[config.mk]
export PLATFORM = sky130hd
export DESIGN_NAME = ifls_ctrl
export DESIGN_NICKNAME = d
export VERILOG_FILES = /design/src/rtl/ifls_pkg.sv /design/src/rtl/ifls_ctrl.sv
export SDC_FILE = /design/constraint.sdc
export NUM_CORES = 1
export LEC_CHECK = 0
export BUFFER_PORTS_ARGS = -buffer_cell sky130_fd_sc_hd__buf_2
export CORE_AREA = 2 2 39 41
export CTS_CLUSTER_DIAMETER = 120
export DETAILED_ROUTE_END_ITERATION = 7
export DIE_AREA = 0 0 41 43
export SYNTH_ARGS = -nofsm -noshare
export SYNTH_HDL_FRONTEND = slang
export SYNTH_SLANG_ARGS = --single-unit
[constraint.sdc]
create_clock -name clk -period 2.35 [get_ports clk]
set_input_delay 0.47 -clock clk [delete_from_list [all_inputs] [get_ports clk]]
set_output_delay 0.47 -clock clk [all_outputs]
set_load 0.03 [all_outputs]
[src/rtl/ifls_pkg.sv]
// ----------------------------------------------------------------------------
// ifls_pkg
// Shared codes and types for the index free-list store: request opcodes,
// result status codes, controller states and the command bundle.
// ----------------------------------------------------------------------------
package ifls_pkg;

    // request opcodes
    localparam logic [1:0] OP_INSERT = 2'd0;
    localparam logic [1:0] OP_REMOVE = 2'd1;
    localparam logic [1:0] OP_GET    = 2'd2;

    // result status codes
    localparam logic [1:0] STATUS_OK    = 2'd0;
    localparam logic [1:0] STATUS_FULL  = 2'd1;
    localparam logic [1:0] STATUS_RANGE = 2'd2;

    // nine-bit signed "none" value
    localparam logic [8:0] LINK_NONE = 9'h1FF;

    // controller states, one-hot
    typedef enum logic [1:0] {
        ST_IDLE = 2'b01,
        ST_EXEC = 2'b10
    } ifls_state_t;

    // commands from controller to datapath
    typedef struct packed {
        logic capture;  // latch request, launch table read
        logic commit;   // apply update, load result register
    } ifls_cmd_t;

endpackage

[src/rtl/ifls_ctrl.sv]
// ----------------------------------------------------------------------------
// ifls_ctrl
// Request sequencer: takes a request in idle, waits in exec for the table
// read, then commits once the result register is free.
// ----------------------------------------------------------------------------
module ifls_ctrl
    import ifls_pkg::*;
(
    input  logic      clk,
    input  logic      rst_n,
    input  logic      req_valid,
    output logic      req_ready,
    output logic      res_valid,
    input  logic      res_ready,
    output ifls_cmd_t cmd
);

    ifls_state_t state_reg;
    ifls_state_t state_next;
    logic        res_valid_reg;
    logic        res_valid_next;

    // handshake and commands
    always_comb
    begin
        req_ready   = (state_reg == ST_IDLE);
        cmd.capture = req_valid && req_ready;
        cmd.commit  = (state_reg == ST_EXEC) && (!res_valid_reg || res_ready);
    end

    // next state
    always_comb
    begin
        state_next = state_reg;
        unique case (state_reg)
            ST_IDLE:
            begin
                if (cmd.capture)
                begin
                    state_next = ST_EXEC;
                end
            end
            ST_EXEC:
            begin
                if (cmd.commit)
                begin
                    state_next = ST_IDLE;
                end
            end
            default:
            begin
                state_next = ST_IDLE;
            end
        endcase
    end

    // result valid flag
    always_comb
    begin
        res_valid_next = res_valid_reg;
        if (cmd.commit)
        begin
            res_valid_next = 1'b1;
        end
        else if (res_ready)
        begin
            res_valid_next = 1'b0;
        end
    end

    always_ff @(posedge clk or negedge rst_n)
    begin
        if (!rst_n)
        begin
            state_reg     <= ST_IDLE;
            res_valid_reg <= 1'b0;
        end
        else
        begin
            state_reg     <= state_next;
            res_valid_reg <= res_valid_next;
        end
    end

    assign res_valid = res_valid_reg;

endmodule

# Yosys cells after proc, flatten, opt, wreduce, memory -nomap -nowiden
# Index checks and enable logic that the tools add are counted.
op_classes:
  n_reduce_logical: 6
  eq_ne: 4
  mux: 5
op_table:
  columns: ["op", "n"]
  rows:
  - ["2-to-1 mux 2 bit", 2]
  - ["one-hot mux 2 bit (2 select lines)", 1]
  - ["equality test 2 x 1 -> 1 bit, second input constant", 1]
  - ["equality test 2 bit, second input constant", 1]
  - ["logical AND 1 bit", 2]
  - ["2-to-1 mux 1 bit", 2]
  - ["inequality test 2 x 1 -> 1 bit, second input constant", 1]
  - ["inequality test 2 bit, second input constant", 1]
  - ["AND reduction 2 bit", 1]
  - ["nonzero test 2 bit", 1]
  - ["zero test 1 bit", 1]
  - ["logical OR 1 bit", 1]
totals:
  ff_bits: 3
  in_bits: 4
  output_inout_bits: 4

# Depth between registers and ports, before layout
# Gate-level depths: netlist (run 1).
logic_depth:
  ltp_word: 5
  ltp_mapped: 3
  depth_no_buf: 2

# Worst setup path before layout (run 1)
# Ideal clock, no wire load.
synth_timing:
  kind: "register to output"
  startpoint: "register state_reg[0]"
  endpoint: "output req_ready"
  slack_ns: 0.882
  stages_incl_launch_ff: 2
  arrival_time_ns: 0.998
  cell_sequence: "dfstp_2 nor2b_1"
synth_between:
  elab_chain_len: 1
synth_lines:
  columns: ["element", "line", "text"]
  rows:
  - ["start, declared", "ifls_ctrl.sv:18", "ifls_state_t state_reg;"]
  - ["start signal, assigned", "ifls_ctrl.sv:80", "state_reg <= state_next;"]
  - ["equality test 2 x 1 -> 1 bit", "ifls_ctrl.sv:26", "req_ready = (state_reg == ST_IDLE);"]
  - ["end, declared", "ifls_ctrl.sv:12", "output logic req_ready,"]
# No other way between the ends.

==> summary.md, run 1 <==
| Metric | Value |
|---|---|
| Sw Share | `0.290` |
| Max incr delay on CP | `0.52 ns` |
| IO buf count | `7` |
| Relative slew slack | `0.894` |
| Max reg flops | `2` |
| Post-route DRC violation count | `0` |
| Total CTS buffers | `3` |
| Die H | `43 µm` |
| Worst hold slack | `~0.029 ns` |
| CP max stage cell | `dfstp_2` |
| Routed Antenna Nets | `0` |
| Clock network power share | `0.457` |
| Slew Limit Fails | `0` |
| Finished Core Util | `0.153` |
| Worst path cell trace | `nand2b_1, nor2b_1, buf_2` |
| Cells after Synth | `12` |
| Later-pin clock latency in the skew report | `around 0.23 ns` |
| Hold-fix buffers at CTS | `0` |
| Die area | `about 1800 µm²` |
| Postcts setup bufs | `0` |
| Top cell type's share of synthesized area | `0.364` |
| DR WL/cell | `7.55 µm` |
| Int Power | `0.138 mW` |
| Via count | `roughly 120` |
| # diodes | `0` |
| Critical path class | `reg -> out` |
| GP Congestion | `0.494` |
| Initial drt markers | `0` |
| Hold crit path type | `in -> async` |
| Status | `finished clean` |
| Wirelength, routed | `287 µm` |
| RSZ-0062 raised after global routing | `no` |
| Main flop type after synthesis | `dfrtp_1` |
| Largest cells by area after synthesis | `dfrtp_1, dfstp_2, nand2b_1, nor2b_1, a2bb2oi_1` |
| Area after DPL | `185 µm²` |
| Dpl hpwl | `between 200 and 250 µm` |
| Tcrit/Tclk final | `0.693` |
| WP data required | `1.88 ns` |
| Comb power frac | `0.220` |
| FILL cells | `165` |
| Die width | `41 µm` |
| Cell area after synthesis | `138 µm²` |
| Worst Path Max Fanout | `4` |
| Hold Vio Cnt, Final | `0` |
| MaxCap Viol Count | `0` |
| First-pass iteration count of the detailed router | `1` |
| # setup viols final | `0` |
| Yosys cell types | `9` |
| Initial antenna violation count | `0` |
| Clk_skew | `0.000299 ns` |
| Maximum vdd drop | `around 0.00011 V` |
| Clock Tree Root | `clkbuf_4` |
| Seq/Total Area, Yosys | `0.555` |
| Design area | `211 µm²` |
| Post-cts sizing count | `0` |
| Layout cells sized above 1 | `0.500` |
| Vias in the first global route | `112` |
| Async SR Flop Fraction | `1.00` |
| Biggest area consumer among synthesized cells | `dfrtp_1` |
| Leakage | `0.106 nW` |
| Data arrival, critical path | `1.16 ns` |
| Largest net degree at the start of global routing | `5` |
| Nets@finish | `27` |
| CP endpoint kind | `output port` |
| Worst-Margin Slew | `0.159 ns` |
| YS warnings | `0` |
| Sequential power share | `0.323` |
| Area of the core | `1380 µm²` |
| Sw power | `0.0566 mW` |
| Clock tree buffer depth | `2` |
| Clock Pin Slew Worst Setup and Hold Paths | `0.04 ns` |
| Sink Count | `3` |
| Starting density of the core | `0.0995` |
| DR vias/cell | `3.11` |
| Tmin final | `between 1.5 and 2 ns` |
| GR Util All Layers | `0.0392` |
| CTS tree | `built` |
| PwrDens | `922 nW/µm²` |
| H-tree Lvls | `1` |
| First-pass GRT wire length | `358 µm` |
| FF+latch count, synth | `3` |
| Startpoint Class | `flop` |
| Gr ovfl total | `0` |
| Top Ports | `8` |
| Fin Setup TNS | `0 ns` |
| Area Overhead vs Synth | `53.6%` |
| Post-synth top cells | `dfrtp_1, nand2b_1, nor2b_1` |
| EDFF count, synth | `0` |
| Highest clock rate | `614 MHz` |
| Post-Syn Nets | `16` |
| Row count | `14` |
| Avg Cell Area, Syn | `11.5 µm²` |
## metrics by stage
stage	std cells	total power, mW	setup slack [ns]
floorplan	12	0.0951	0.882
global placement	34	0.107	0.819
detailed placement	34	0.107	0.814
CTS	38	0.202	0.715
global route	38	0.210	0.687
finish	38	0.195	0.722
## worst max-delay path, delay by kind of cell (launching register included)
family	cells	cell delay [ns]
DFF	1	0.52
and+or+nand+nor	2	0.24
buffers and inverters	1	0.17
## cells in the final DEF, fill, tap and decap left out
cell,instances
buf_2,7
dfrtp_1,2
nor2b_1,2
and3b_1,1
o21bai_1,1
dfstp_2,1
a2bb2oi_1,1
nand2b_1,2
clkbuf_1,1
clkbuf_4,3
nand2_1,1
## path summary, 6_finish.rpt
check	start	slack [ns]	end	cells after the start
worst min register to register	res_valid	0.55	res_valid	2
min in group clk	req_valid	0.39	state_reg[0]	2
worst min-delay path	rst_n	0.03	res_valid	1
max in group asynchronous	rst_n	2.13	state_reg[0]	1
worst max register to register	state_reg[0]	1.38	state_reg[0]	2
worst max-delay path	state_reg[0]	0.72	cmd[0]	3
## power groups by stage
stage	logic, mW	registers (mW)	clock network, mW
4_1_cts	0.0436	0.0630	0.0951
2_1_floorplan	0.0275	0.0676	0
6_report	0.0430	0.0630	0.0891
3_5_place_dp	0.0435	0.0636	0
3_3_place_gp	0.0431	0.0635	0
5_1_grt	0.0462	0.0635	0.100
## logic make-up (layout without fill, tap and decap cells)
kind of cell | after synthesis | in the layout | share of synthesized area
flops | 3 | 3 | 0.555
simple gates | 6 | 6 | 0.273
compound gates | 2 | 2 | 0.118
buf+inv | 1 | 11 | 0.0546
## final cells by class
cell class / count / area [µm²] / share of cell area
clock buffers: 4 / 26.3 / 0.124
multi-input cells: 8 / 53.8 / 0.254
flip-flops and latches: 3 / 76.3 / 0.361
repair buffers: 7 / 35.0 / 0.166
well taps: 16 / 20.0 / 0.0947
## routing by layer
layer	track usage	share of wire	vias to the layer above
li1	-	-	58
met1	0.0194	0.36	53
met2	0.0469	0.51	5
met3	0.0314	0.11	2
met4	0.0800	0.014	0
met5	0	0	-
Note: power is estimated with default switching activity, not from simulation.
==> run 2, diff against run 1 <==
clock period = 1.4 ns   (was 2.35 ns; I/O delays follow)
==> summary.md, run 2 (synthesis results as in run 1) <==
| Metric | Value |
|---|---|
| Status | `finished clean` |
| Max incr delay on CP | `~0.52 ns` |
| DP Worst Slack | `0.207 ns` |
| Dpl hpwl | `224 µm` |
| Sink Count | `3` |
| Worst Path Max Fanout | `3` |
| Starting density of the core | `0.0995` |
| Total CTS buffers | `3` |
| Worst-Margin Slew | `about 0.15 ns` |
| MaxCap Viol Count | `0` |
| Initial antenna violation count | `0` |
| H-tree Lvls | `1` |
| First-pass GRT wire length | `386 µm` |
| Maximum vdd drop | `0.000184 V` |
| RSZ-0062 raised after global routing | `yes` |
| DR vias/cell | `3.27` |
| GP Congestion | `0.494` |
| # diodes | `0` |
| IO buf count | `7` |
| CP max stage cell | `dfstp_2` |
| Clock Pin Slew Worst Setup and Hold Paths | `about 0.040 ns` |
| Max reg flops | `2` |
| Worst path cell trace | `nor2b_1, buf_4` |
| Die area | `between 1500 and 2000 µm²` |
| Relative slew slack | `0.902` |
| FILL cells | `166` |
| Routed Antenna Nets | `0` |
| Area Overhead vs Synth | `85.5%` |
| Tcrit/Tclk final | `0.979` |
| First-pass iteration count of the detailed router | `4` |
| Highest clock rate | `730 MHz` |
| Leakage | `0.129 nW` |
| # setup viols final | `0` |
| Tmin final | `around 1.4 ns` |
| Layout cells sized above 1 | `0.560` |
| Total power | `0.350 mW` |
| Initial drt markers | `1` |
| Hold Vio Cnt, Final | `0` |
| Slew Limit Fails | `0` |
| Clk_skew | `between 0.0002 and 0.00025 ns` |
| GR Util All Layers | `0.0412` |
| PwrDens | `1370 nW/µm²` |
| Data arrival, critical path | `approximately 1.1 ns` |
| Critical path class | `reg -> out` |
| Clock tree buffer depth | `2` |
| Gr ovfl total | `0` |
| Die H | `43 µm` |
| Later-pin clock latency in the skew report | `0.23 ns` |
| Clock Tree Root | `clkbuf_4` |
| Worst hold slack | `slightly above 0.2 ns` |
| Top Ports | `8` |
| Die width | `41 µm` |
| Post-route DRC violation count | `0` |
| CP endpoint kind | `output port` |
| DR WL/cell | `7.90 µm` |
| CTS tree | `built` |
| Wirelength, routed | `about 320 µm` |
| WP data required | `1.12 ns` |
| Largest net degree at the start of global routing | `5` |
| Row count | `14` |
| Via count | `134` |
| Vias in the first global route | `roughly 120` |
| Hold crit path type | `in -> reg` |
| Worst setup margin | `0.0299 ns` |
| Nets@finish | `30` |
| Area of the core | `~1400 µm²` |
| Startpoint Class | `flop` |
| Commonest non-fill, non-tap cells in the layout | `buf_2, buf_4, clkbuf_4` |
==> run 2: final timing paths <==
kind                               from           end  slack, ns  depth (start not counted)
max reg2reg                state_reg[0]  state_reg[1]       0.49                          2
min in group asynchronous         rst_n     res_valid       0.37                          2
min reg2reg                state_reg[1]     res_valid       0.57                          2
max in group asynchronous         rst_n  state_reg[0]       0.83                          2
max                        state_reg[0]     req_ready       0.03                          2
min                           req_valid  state_reg[0]       0.21                          2
==> run 2: final cells by class <==
cell class | count | area, µm² | area share
clock buffer | 4 | 26.3 | 0.103
multi-input combinational | 8 | 61.3 | 0.240
sequential | 3 | 76.3 | 0.299
tap | 16 | 20.0 | 0.0784
timing repair buffer | 10 | 71.3 | 0.279
==> run 2: power by group <==
group	internal, mW	total, mW	switching [mW]
registers	0.100	0.108	0.00776
logic	0.0426	0.0919	0.0493
clock network	0.107	0.150	0.0428
total	0.250	0.350	0.0999
==> run 2: layer usage <==
layer	vias up	global-route usage	wire (µm)
met5	-	0	0
met4	0	0.0800	4
met3	2	0.0314	27
met2	5	0.0469	176
met1	62	0.0259	115
li1	65	-	-
==> run 2: through the flow <==
| stage | area (µm²) | util | cells | TNS (ns) |
|---|---|---|---|---|
| 2_1_floorplan | 138 | - | 12 | 0 |
| 3_3_place_gp | 185 | 0.134 | 34 | 0 |
| 3_5_place_dp | 185 | 0.134 | 34 | 0 |
| 4_1_cts | 234 | 0.169 | 39 | 0 |
| 5_1_grt | 255 | 0.184 | 41 | -0.0302 |
| 6_report | 255 | 0.184 | 41 | 0 |
==> run 2: critical path, delay by kind of cell, from the launching register on <==
kind	cells	cell delay, ns
buf+inv	1	0.18
flops	1	0.52
simple gates	1	0.16
==> run 2: repair_timing <==
item,in CTS,in global routing
hold buffers,1,0
resized for setup,3,3
endpoints found under the setup margin,3,3
setup buffers,0,2
hold endpoints to repair,2,0
==> run 3, diff against run 2 <==
RECOVER_POWER = 50   (was unset)
==> summary.md, run 3 (synthesis results as in run 1) <==
| Metric | Value |
|---|---|
| Status | `finished clean` |
| Slew Limit Fails | `0` |
| Nets@finish | `30` |
| Total CTS buffers | `3` |
| Finished Core Util | `0.184` |
| WP data required | `1.12 ns` |
| Vias in the first global route | `approximately 120` |
| Starting density of the core | `0.0995` |
| Gr ovfl total | `0` |
| Relative slew slack | `0.896` |
| Post-route DRC violation count | `0` |
| Dpl hpwl | `224 µm` |
| PwrDens | `1370 nW/µm²` |
| Via count | `134` |
| Hold Vio Cnt, Final | `0` |
| Sink Count | `3` |
| Worst reg-to-reg path cell count | `2` |
| Later-pin clock latency in the skew report | `roughly 0.23 ns` |
| Area Overhead vs Synth | `84.5%` |
| H-tree Lvls | `1` |
| Clock Pin Slew Worst Setup and Hold Paths | `0.04 ns` |
| RR Startpoint | `state_reg[0]` |
| RSZ-0062 raised after global routing | `yes` |
| Clock tree buffer depth | `2` |
| # setup viols final | `0` |
| Commonest non-fill, non-tap cells in the layout | `buf_4, clkbuf_4, buf_2` |
| Worst reg2reg setup slack | `0.49 ns` |
| Tmin final | `1.37 ns` |
| Hold EP | `state_reg[0]` |
| Hold path depth | `2` |
| Worst Path Max Fanout | `3` |
| CP endpoint kind | `output port` |
| Die H | `43 µm` |
| Hold crit path type | `in -> reg` |
| Layout cells sized above 1 | `0.520` |
| # diodes | `0` |
| Startpoint Class | `flop` |
| CP startpoint | `state_reg[0]` |
| GR Util All Layers | `0.0412` |
| Area of the core | `1380 µm²` |
| Top Ports | `8` |
| Critical path class | `reg -> out` |
| Tcrit/Tclk final | `0.979` |
| Commonest non-fill, non-tap cell in the layout | `buf_4` |
| GP Congestion | `0.494` |
| Total power | `0.349 mW` |
| Wirelength, routed | `between 300 and 400 µm` |
| Clock Tree Root | `clkbuf_4` |
| Initial drt markers | `1` |
| First-pass GRT wire length | `386 µm` |
| Die area | `1760 µm²` |
| Maximum vdd drop | `0.000184 V` |
| MaxCap Viol Count | `0` |
| Leakage | `0.126 nW` |
| Reg-to-reg endpoint | `state_reg[1]` |
| Max reg flops | `2` |
| DR WL/cell | `7.90 µm` |
| Largest net degree at the start of global routing | `5` |
| Highest clock rate | `730 MHz` |
| Row count | `14` |
| Routed Antenna Nets | `0` |
| Initial antenna violation count | `0` |
| Worst hold start | `req_valid` |
| Die width | `41 µm` |
| Worst-Margin Slew | `0.156 ns` |
| Clk_skew | `0.000226 ns` |
| CTS tree | `built` |
| DR vias/cell | `3.27` |
| IO buf count | `7` |
| First-pass iteration count of the detailed router | `4` |
| Data arrival, critical path | `between 1 and 1.5 ns` |
-- run 3: cell count changes in the layout (fill, tap and decap cells not counted), sizes merged --
cell | previous run | this run
buf | 9 | 8
clkbuf | 4 | 5
-- run 3: critical path: stages (launching register included) --
cell and delay, ns:
dfstp_2 0.52, nor2b_1 0.16, buf_4 0.18
-- run 3: layout make-up --
class | instances | area, µm²
timing repair buffer | 10 | 70.1
multi-input combinational | 8 | 61.3
sequential | 3 | 76.3
clock buffer | 4 | 26.3
tap | 16 | 20.0
fill | 164 | 1130
-- run 3: per-stage QoR --
stage          hold slack [ns]  TNS [ns]  std cells  setup WS [ns]  instance area [µm²]
6_report                 0.208         0         41         0.0299                  254
5_1_grt                  0.200   -0.0302         41        -0.0169                  254
3_5_place_dp            0.0802         0         34          0.207                  185
3_3_place_gp            0.0781         0         34          0.211                  185
4_1_cts                  0.197         0         39         0.0119                  234
2_1_floorplan          -0.0156         0         12          0.122                  138
-- run 3: worst max path at each step --
stage	endpoint	slack [ns]	depth (start not counted)
after floorplan	req_ready	0.12	1
after global placement	cmd[0]	0.21	3
after detailed placement	cmd[0]	0.21	3
after CTS	cmd[0]	0.01	3
after global routing	req_ready	-0.02	2
final	req_ready	0.03	2
-- run 3: routing by layer --
metal	share of wire	global-route usage	vias to the layer above	routed length [µm]
met5	0	0	-	0
met4	0.012	0.0800	0	4
met2	0.54	0.0469	5	176
met3	0.083	0.0314	2	27
met1	0.35	0.0259	62	115
li1	-	-	65	-
-- run 3: repair_timing --
action                     CTS  global route
hold endpoints to repair     2             0
setup endpoints to repair    3             3
hold buffers                 1             0
gates resized for setup      3             3
setup buffers                0             2
-- run 3: power breakdown --
part	leakage (nW)	total [mW]	switching [mW]	internal, mW
Sequential	0.0367	0.108	0.00776	0.100
Clock	0.0150	0.150	0.0428	0.107
Combinational	0.0746	0.0916	0.0494	0.0422
Total	0.126	0.349	0.0999	0.249
